File: src/rtl/vgsl_pkg.sv
// Package for the glyph substitution block: word types and codes.
// No dependencies.
`default_nettype none
package vgsl_pkg;

    localparam logic [1:0] KIND_LOOKUP = 2'd0;
    localparam logic [1:0] KIND_HEADER = 2'd1;
    localparam logic [1:0] KIND_COVER  = 2'd2;
    localparam logic [1:0] KIND_SUBST  = 2'd3;

    // range index sum: up to 127 ranges of 65536 glyphs plus an offset
    localparam int IDX_W = 24;

    typedef struct packed {
        logic [1:0]  kind;
        logic [1:0]  table_sel;
        logic [7:0]  entry_index;
        logic [15:0] glyph;
        logic [15:0] range_end;
        logic        cover_format;
        logic        subst_format;
        logic [15:0] delta;
        logic [6:0]  cover_count;
        logic [8:0]  subst_count;
    } req_t;

    typedef struct packed {
        logic [15:0] out_glyph;
        logic        replaced;
        logic        index_error;
    } rsp_t;

    // front queue head toward the back end
    typedef struct packed {
        logic valid;
        req_t word;
    } cmd_t;

endpackage
`default_nettype wire

File: src/rtl/vgsl_front.sv
// Front end: accepts request words, drops ignored loads, saturates counts,
// and queues the rest in a two-entry queue. Depends on vgsl_pkg.
`default_nettype none
module vgsl_front
    import vgsl_pkg::*;
#(
    parameter int MAX_SUBTABLES = 4,
    parameter int COVER_ENTRIES = 64,
    parameter int SUBST_ENTRIES = 256
) (
    input  wire logic clk,
    input  wire logic rst_n,
    input  wire logic req_valid,
    output logic      req_ready,
    input  wire req_t req,
    output cmd_t      cmd,
    input  wire logic cmd_pop
);
    req_t       q_reg [2];
    logic       wp_reg, wp_next, rp_reg, rp_next;
    logic [1:0] cnt_reg, cnt_next;
    logic       keep, push;
    req_t       clean;

    always_comb
    begin
        clean = req;
        if (32'(req.cover_count) > COVER_ENTRIES)
        begin
            clean.cover_count = 7'(COVER_ENTRIES);
        end
        if (32'(req.subst_count) > SUBST_ENTRIES)
        begin
            clean.subst_count = 9'(SUBST_ENTRIES);
        end
        keep = 1'b0;
        case (req.kind)
            KIND_LOOKUP: keep = 1'b1;
            KIND_HEADER: keep = 32'(req.table_sel) < MAX_SUBTABLES;
            KIND_COVER:  keep = (32'(req.table_sel) < MAX_SUBTABLES)
                                && (32'(req.entry_index) < COVER_ENTRIES);
            KIND_SUBST:  keep = (32'(req.table_sel) < MAX_SUBTABLES)
                                && (32'(req.entry_index) < SUBST_ENTRIES);
            default:     keep = 1'b0;
        endcase
    end

    assign req_ready = (cnt_reg != 2'd2);
    assign push      = req_valid && req_ready && keep;
    assign cmd.valid = (cnt_reg != 2'd0);
    assign cmd.word  = q_reg[rp_reg];

    always_comb
    begin
        wp_next  = push ? ~wp_reg : wp_reg;
        rp_next  = cmd_pop ? ~rp_reg : rp_reg;
        cnt_next = cnt_reg + 2'(push) - 2'(cmd_pop);
    end

    always_ff @(posedge clk)
    begin
        if (push)
        begin
            q_reg[wp_reg] <= clean;
        end
    end

    always_ff @(posedge clk or negedge rst_n)
    begin
        if (!rst_n)
        begin
            wp_reg  <= 1'b0;
            rp_reg  <= 1'b0;
            cnt_reg <= 2'd0;
        end
        else
        begin
            wp_reg  <= wp_next;
            rp_reg  <= rp_next;
            cnt_reg <= cnt_next;
        end
    end
endmodule
`default_nettype wire

File: config.mk
export PLATFORM = sky130hd
export DESIGN_NAME = vgsl_front
export DESIGN_NICKNAME = d
export VERILOG_FILES = /design/src/rtl/vgsl_pkg.sv /design/src/rtl/vgsl_front.sv
export SDC_FILE = /design/constraint.sdc
export NUM_CORES = 1
export LEC_CHECK = 0
export ABC_AREA = 1
export BUFFER_PORTS_ARGS = -buffer_cell sky130_fd_sc_hd__buf_2
export CORE_MARGIN = 3
export CORE_UTILIZATION = 52
export DETAILED_ROUTE_END_ITERATION = 8
export PLACE_DENSITY_LB_ADDON = 0.3
export RECOVER_POWER = 50
export SYNTH_ARGS = -nofsm -noshare
export SYNTH_HDL_FRONTEND = slang
export SYNTH_SLANG_ARGS = --single-unit
export TNS_END_PERCENT = 100
File: constraint.sdc
create_clock -name clk -period 6.5 [get_ports clk]
set_clock_uncertainty 0.2 [all_clocks]
set_input_delay 1.3 -clock clk [delete_from_list [all_inputs] [get_ports clk]]
set_output_delay 1.3 -clock clk [all_outputs]
set_load 0.1 [all_outputs]
After elaboration in Yosys (flattened, before gate mapping). Memories as Yosys holds them, arrays and structs flattened. Cells that the tools add are included.

Bitwise operators: 2. $add $sub $neg: 2. Muxes and demuxes: 5. Eq/ne operators: 4. Order comparisons: 3. Reduce and logical (&&, ||, !) cells: 5.

Operator list (number): $gt 9x9->1 const B (1); $mux 9 (1); $lt 8x7->1 const B (1); $gt 7x7->1 const B (1); $mux 7 (1); $eq 2x2->1 const B (2); $reduce_or 3->1 (1); $add 2x1->2 (1); $eq 2x1->1 const B (1); $logic_and 1x1->1 (2); $logic_not 2->1 (1); $mux 1 (2); $ne 2x2->1 const B (1); $not 1->1 (2); $pmux 1 s2 (1); $reduce_bool 2->1 (1); $sub 2x1->2 (1).

Memories: 1. Bits in registers: 4. Output and inout port bits: 80. Bits in writable memories: 156. Bits of input ports: 82. Logic and storage cells: 25.

Memories: q_reg (depth 2, bits a word 78, rd ports 1, clocked after memory_dff 0, wr ports 1, line vgsl_front.sv:19) `req_t q_reg [2];`.

Longest topological paths before layout. Gate-level depths: netlist of run 1.

Depth in word-level cells: 6. Mapped depth: 8. Mapped depth without buffers: 8.

Worst setup path before layout of run 1. Ideal clock, no wire load.

Path kind: input port to flip-flop. Start point: input port req_valid. End point: memory q_reg[1][0] (netlist bit) (enable). Data arrival time: 4891 ps. Cell stages on the path: 3. Slack: 894 ps. Required time: 5785 ps. Path buffers: 0. Cell sequence: a21boi_0 > nand2_1 > nor2_1.

Cells in the longest elaborated chain, start to end: 4.

RTL lines: start: declaration (line vgsl_front.sv:13) `input wire logic req_valid,`; $logic_and 1x1->1 (2 in a row) (line vgsl_front.sv:49) `assign push = req_valid && req_ready && keep;`; $mux 1 (line vgsl_front.sv:62) `if (push)`; $mux 1 (implied by the code) (line vgsl_front.sv:64) `q_reg[wp_reg] <= clean;`; end: declaration (line vgsl_front.sv:19).

Every way passes these cells.

Worst setup path after layout of run 1.
Start point: input port req[77] (netlist bit). End point: memory q_reg[0][59] (netlist bit) (enable).

Cells in the longest elaborated chain, start to end: 6. Elaborated cells on any way between the ends: 9. Those cells by class: eq/ne: 3; mux: 3; reduce/logical: 3.

RTL lines: start: declaration (line vgsl_front.sv:15) `input wire req_t req,`; $eq 2x2->1, or another cell as far along (line vgsl_front.sv:37) `case (req.kind)`; $reduce_or 3->1 (no line); $pmux 1 s2 * (line vgsl_front.sv:37); $logic_and 1x1->1 * (line vgsl_front.sv:49); $mux 1 * (line vgsl_front.sv:62); $mux 1 (implied by the code) * (line vgsl_front.sv:64).

Every way passes the cells marked *; elsewhere a longest branch is shown, timed or not.

==> summary.txt, run 1 <==
Detailed routing
  • DR iter-0 viols: 155
  • 1st-pass router iterations: 4
  • Routed wire length: 10,700 um
  • DRC: 0
  • Via total after detailed routing: 3,137
  • Remaining antenna violation count after routing: 0
  • Via-per-instance ratio: 4.93
  • WL/cell: 16.8 um

Synth
  • Post-synthesis compound-gate area fraction: 0.00207
  • Yosys reg bits: 160
  • Synth Area in Simple Gates: 0.0225
  • Post-Syn Instances: 312
  • Adder-cell share of the synthesized area: 0.00414
  • Post-synthesis cell type count: 17
  • Syn_area_per_cell: 19.4 um^2
  • Yosys warns: 0
  • Netlist Area Pre-Place: 0.00605 mm^2
  • Post-synthesis sequential area ratio: 0.791
  • Xor-xnor portion of the synthesized cell area: 0.00434
  • Post-synthesis mux area share: 0.151
  • Mapped Nets: 396
  • Largest family of logic cells by synthesized area: multiplexers

Floorplan
  • Die H: 114 um
  • Die ar.: 0.0130 mm^2
  • Cell Rows: 38
  • Initial Util: 0.544
  • Core Box Area: 0.0111 mm^2
  • Die width: 114 um
  • I/O Pins: 162

STA
  • Hold Vio Cnt, Final: 0
  • RSZ-0062 raised after global routing: false
  • Fmax: 230 MHz
  • Crit share post-route: 0.668
  • Minimum clock period: 4.34 ns
  • Slew Viols, Final: 43
  • Rel. slew slack: -0.317
  • Sum Neg Setup Slack: 0 ns
  • Setup violations, final: 0
  • Worst Max-Slew Pin Slew: 1.97 ns

Clocking
  • Latest clock arrival within the worst-skew pair: 0.41 ns
  • Cts hold-fix bufs: 0
  • TritonCTS clock tree: built
  • H-tree lvl count: 4
  • Clk sink count: 160
  • Post-CTS sizing: 0
  • CTS root buffer: clkbuf_16
  • Total CTS buffers: 17
  • CTS Buffer Depth: 2
  • Post-CTS Setup Bufs: 0
  • Clock transition at path regs: 0.06 ns

Global route
  • Global route overflow: 0
  • Gr usage total: 0.166
  • Largest net degree at the start of global routing: 80
  • First-pass GRT wire length: 16,300 um
  • Initial antenna violation count: 0
  • Vias in the first global route: 3,318

Layout
  • # diodes: 0
  • Share of cells above drive strength 1: 0.470
  • Storage element area: 0.00479 mm^2
  • Nets: 567
  • Max FFs per register: 156
  • Fillers: 806
  • Area Growth Syn to Fin: 24.3%
  • Area of the multi-input gates: 0.00112 mm^2

Critical path
  • Crit Path Max Fanout: 42
  • Crit. End Element: flop
  • Data required, critical path: 6.39 ns
  • CP Class: in2reg
  • Startpoint types: primary input
  • Critical Path AT: 4.24 ns

Placed design
  • GP Congestion: 0.756
  • Port Buffers: 161
  • Dpl hpwl: 7030 um

Hold path
  • HP Class: reg2reg

Run
  • Max-cap violations: 1

Run status
  • Violated checks: capacitance limit, slew limit
  • Run status: finished with violations
==> placed cells by master, fill, tap and decap left out, types with 2 or more instances in the layout <==
master,count
nand2_1,7
clkbuf_16,17
dfrtp_1,3
bufinv_16,2
edfxtp_1,156
nand3_1,2
inv_1,20
buf_4,2
buf_2,119
clkinv_1,2
xnor2_1,2
mux2_4,10
nor2_1,24
clkinvlp_4,3
ha_1,2
mux2_2,68
clkinv_4,2
inv_6,4
clkbuf_1,42
==> synthesized netlist by cell type <==
library cell / instances / area [um^2]
o21ai_0: 1 / 5.00
xnor2_1: 2 / 17.5
dfrtp_1: 4 / 100
nand3_1: 2 / 10.0
nor2_1: 25 / 93.8
edfxtp_1: 156 / 4680
buf_2: 6 / 30.0
a21boi_0: 1 / 7.51
clkbuf_1: 2 / 7.51
xor2_1: 1 / 8.76
nand2_1: 7 / 26.3
mux2_4: 10 / 150
inv_1: 21 / 78.8
ha_1: 2 / 25.0
or2_2: 1 / 6.26
mux2_2: 68 / 766
buf_6: 3 / 33.8
==> worst max-delay path, stage by stage <==
cell	delay [ns]
clkbuf_1	0.13
inv_1	0.06
nor2_1	0.09
o21ai_0	0.12
nand3_1	0.13
clkinvlp_2	1.50
buf_4	0.87
==> stage by stage <==
step	area, um^2	std cells	util	setup slack, ns	hold slack, ns
after detailed placement	6990	604	0.628	2.63	0.266
final	7520	636	0.676	2.16	0.279
after global routing	7520	636	0.676	1.92	0.317
after CTS	7570	636	0.681	2.59	0.281
after global placement	6990	604	0.628	2.67	0.264
after floorplan	6050	312	-	0.894	0.242
==> final timing paths <==
check / startpoint / cells after the start / end / slack (ns)
min in group asynchronous: rst_n / 1 / wp_reg / 0.51
worst min-delay path: wp_reg / 2 / wp_reg / 0.28
worst min register to register: wp_reg / 2 / wp_reg / 0.28
worst max register to register: cnt_reg[0] / 5 / q_reg[0][59] / 2.85
worst max-delay path: req[77] / 7 / q_reg[0][59] / 2.16
max in group asynchronous: rst_n / 1 / rp_reg / 5.38
==> logic make-up (layout without fill, tap and decap cells) <==
group                      after synthesis  after routing
muxes                                   78             78
xor gates and xnor gates                 3              3
and+or+nand+nor                         35             35
DFF                                    160            160
AOI/OAI and AO/OA                        2              2
adders and majority gates                2              2
buffers and inverters                   32            216
==> area by class of cell <==
class / instances / share of cell area
inverters: 21 / 0.0106
clock inverters: 15 / 0.0211
multi-input cells: 120 / 0.149
flip-flops and latches: 160 / 0.637
clock buffers: 17 / 0.0566
well taps: 140 / 0.0233
repair buffers: 163 / 0.102
==> routing by layer <==
layer | track usage | vias to the layer above | share of wire
li1 | - | 1515 | -
met1 | 0.198 | 1504 | 0.41
met2 | 0.281 | 109 | 0.51
met3 | 0.0599 | 9 | 0.071
met4 | 0.0578 | 0 | 0.0095
met5 | 0 | - | 0
Power of run 1 is not shown: default switching activity piles up to over one toggle a cycle in this logic, so the estimate is an artifact.
==> run 2: changes to the inputs <==
--- a/config.mk
+++ b/config.mk
@@ -8,7 +8,7 @@
 export ABC_AREA = 1
 export BUFFER_PORTS_ARGS = -buffer_cell sky130_fd_sc_hd__buf_2
 export CORE_MARGIN = 3
-export CORE_UTILIZATION = 52
+export CORE_UTILIZATION = 47
 export DETAILED_ROUTE_END_ITERATION = 8
 export PLACE_DENSITY_LB_ADDON = 0.3
 export RECOVER_POWER = 50
==> constraint.sdc (replaced) <==
create_clock -name clk -period 3.65 [get_ports clk]
set_clock_uncertainty 0.2 [all_clocks]
set_input_delay 0.73 -clock clk [delete_from_list [all_inputs] [get_ports clk]]
set_output_delay 0.73 -clock clk [all_outputs]
set_load 0.1 [all_outputs]
==> run 2 against run 1 <==
- the flow still finishes with violations (capacitance limit, slew limit)
- global-route usage decreased by 1.2 points
- clock-buffer cell count grew 1
- core utilization decreased by 5.9 points
- critical path type is now reg2out
- critical endpoint is now cmd[22]
- largest cell class unchanged
==> summary.txt, run 2 (same netlist as run 1, synthesis figures left out) <==
Floorplan
  • I/O Pins: 162 (unchanged)
  • Core Box Area: 0.0123 mm^2 (was 0.0111 mm^2)
  • Cell Rows: 40 (was 38)
  • Die ar.: 0.0143 mm^2 (was 0.0130 mm^2)
  • Initial Util: 0.491 (was 0.544)
  • Die width: 119 um (was 114 um)
  • Die H: 119 um (was 114 um)

Critical path
  • Worst R2R Start: cnt_reg[1] (was cnt_reg[0])
  • Flop2flop setup slack: 0.66 ns (was 2.85 ns)
  • R2R cell count: 4 (was 5)
  • Critical path's top delay family: flip-flops (was buffers and inverters)
  • RR Endpoint: q_reg[1][34] (was q_reg[0][59])
  • Buf/Inv on CP: 2 (was 4)
  • Critical Path AT: 2.36 ns (was 4.24 ns)
  • Slowest stage delay, CP: 0.85 ns (was 1.50 ns)
  • Critical path depth in cells: 3 (was 7)
  • Data required, critical path: 2.72 ns (was 6.39 ns)
  • Worst path cell trace: buf_4 > mux2_2 > buf_2 (was clkbuf_1 > inv_1 > nor2_1 > o21ai_0 > nand3_1 > clkinvlp_2 > buf_4)
  • Crit Path Max Fanout: 48 (was 42)
  • Critical Path Sink: cmd[22] (was q_reg[0][59])
  • Startpoint types: flop (was primary input)
  • CP max-delay cell: dfrtp_4 (was clkinvlp_2)
  • Origin of the worst setup path: rp_reg (was req[77])
  • CP Class: reg2out (was in2reg)
  • Crit. End Element: primary output (was flop)

Clocking
  • Post-CTS Setup Bufs: 0 (unchanged)
  • Post-CTS sizing: 0 (unchanged)
  • Clk sink count: 160 (unchanged)
  • TritonCTS clock tree: built (unchanged)
  • Cts hold-fix bufs: 1 (was 0)
  • Clock transition at path regs: 0.06 ns (about the same)
  • Total CTS buffers: 17 (unchanged)
  • Latest clock arrival within the worst-skew pair: 0.41 ns (about the same)
  • CTS root buffer: clkbuf_16 (unchanged)
  • CTS Buffer Depth: 2 (unchanged)
  • H-tree lvl count: 4 (unchanged)

Hold path
  • HP Class: reg2reg (unchanged)
  • Hold path depth: 2 (unchanged)

STA
  • Setup violations, final: 0 (unchanged)
  • Minimum clock period: 3.29 ns
  • Worst Max-Slew Pin Slew: 1.85 ns (was 1.97 ns)
  • Rel. slew slack: -0.234 (was -0.317)
  • Sum Neg Setup Slack: 0 ns (unchanged)
  • RSZ-0062 raised after global routing: false (unchanged)
  • Fmax: 304 MHz
  • Slew Viols, Final: 33 (was 43)
  • Crit share post-route: 0.903
  • Hold Vio Cnt, Final: 0 (unchanged)

Run status
  • Violated checks: capacitance limit, slew limit (unchanged)
  • Run status: finished with violations (unchanged)

Detailed routing
  • WL/cell: 16.1 um (was 16.8 um)
  • DR iter-0 viols: 171 (was 155)
  • DRC: 0 (unchanged)
  • Remaining antenna violation count after routing: 0 (unchanged)
  • Via-per-instance ratio: 4.80 (was 4.93)
  • Via total after detailed routing: 3,205 (was 3,137)
  • Routed wire length: 10,700 um (about the same)
  • 1st-pass router iterations: 4 (unchanged)

Placed design
  • Dpl hpwl: 7170 um (was 7030 um)
  • Port Buffers: 161 (unchanged)
  • GP Congestion: 0.749 (was 0.756)

Global route
  • Vias in the first global route: 3,435 (was 3,318)
  • Global route overflow: 0 (unchanged)
  • First-pass GRT wire length: 16,600 um (was 16,300 um)
  • Initial antenna violation count: 0 (unchanged)
  • Gr usage total: 0.154 (was 0.166)
  • Largest net degree at the start of global routing: 67 (was 80)

Run
  • Max-cap violations: 1 (unchanged)

Layout
  • Nets: 571 (was 567)
  • Commonest cells after routing, fill and taps aside: edfxtp_1, buf_2, mux2_2, clkbuf_1, nor2_1 (unchanged)
  • Max FFs per register: 156 (unchanged)
  • Share of cells above drive strength 1: 0.470 (about the same)
  • # diodes: 0 (unchanged)
  • Storage element area: 0.00479 mm^2 (unchanged)
  • Area of the multi-input gates: 0.00112 mm^2 (unchanged)
  • Commonest non-fill, non-tap cell in the layout: edfxtp_1 (unchanged)
  • Area Growth Syn to Fin: 25.5% (was 24.3%)
  • Fillers: 953 (was 806)
run 2: changes by cell type in the layout (fill, tap and decap cells not counted), moves of 2 or more:
cell / before / now
buf_2: 119 / 123
inv_6: 4 / 0
clkbuf_1: 42 / 39
clkinv_1: 2 / 5
clkinv_2: 1 / 3
run 2: worst min-delay path by stage:
| stage | from | endpoint |
|---|---|---|
| 6_report | wp_reg | wp_reg |
| 5_1_grt | req[21] | q_reg[0][21] |
| 4_1_cts | wp_reg | wp_reg |
| 3_5_place_dp | wp_reg | wp_reg |
| 3_3_place_gp | wp_reg | wp_reg |
| 2_1_floorplan | rst_n | cnt_reg[0] |
run 2: metal layers:
| layer | share of wire | vias up | GRT usage |
|---|---|---|---|
| met5 | 0 | - | 0 |
| met4 | 0.023 | 0 | 0.0780 |
| met3 | 0.066 | 19 | 0.0489 |
| met2 | 0.49 | 110 | 0.249 |
| met1 | 0.42 | 1559 | 0.187 |
| li1 | - | 1517 | - |
run 2: per-stage QoR:
step | instances | util | hold slack [ns] | setup slack (ns) | instance area [um^2]
floorplan | 312 | - | 0.234 | 0.429 | 6060
global placement | 635 | 0.573 | 0.254 | 0.791 | 7060
detailed placement | 635 | 0.573 | 0.265 | 0.764 | 7060
CTS | 668 | 0.621 | 0.279 | 0.299 | 7640
finish | 668 | 0.617 | 0.277 | 0.356 | 7590
global route | 668 | 0.617 | 0.282 | 0.222 | 7590
run 2: cell type report:
type	count	share of cell area
Multi-Input combinational cell	120	0.148
Tap cell	168	0.0277
Clock buffer	18	0.0565
Inverter	21	0.0105
Sequential cell	160	0.631
Timing Repair Buffer	167	0.107
Clock inverter	14	0.0194
run 2: worst reg2reg max path, stage by stage, from the launching register on:
cell,delay (ns)
dfrtp_1,0.41
a21boi_0,0.30
nand2_1,0.19
nor2_4,0.12
clkbuf_1,1.34
Power of run 2 is left out for the same reason.
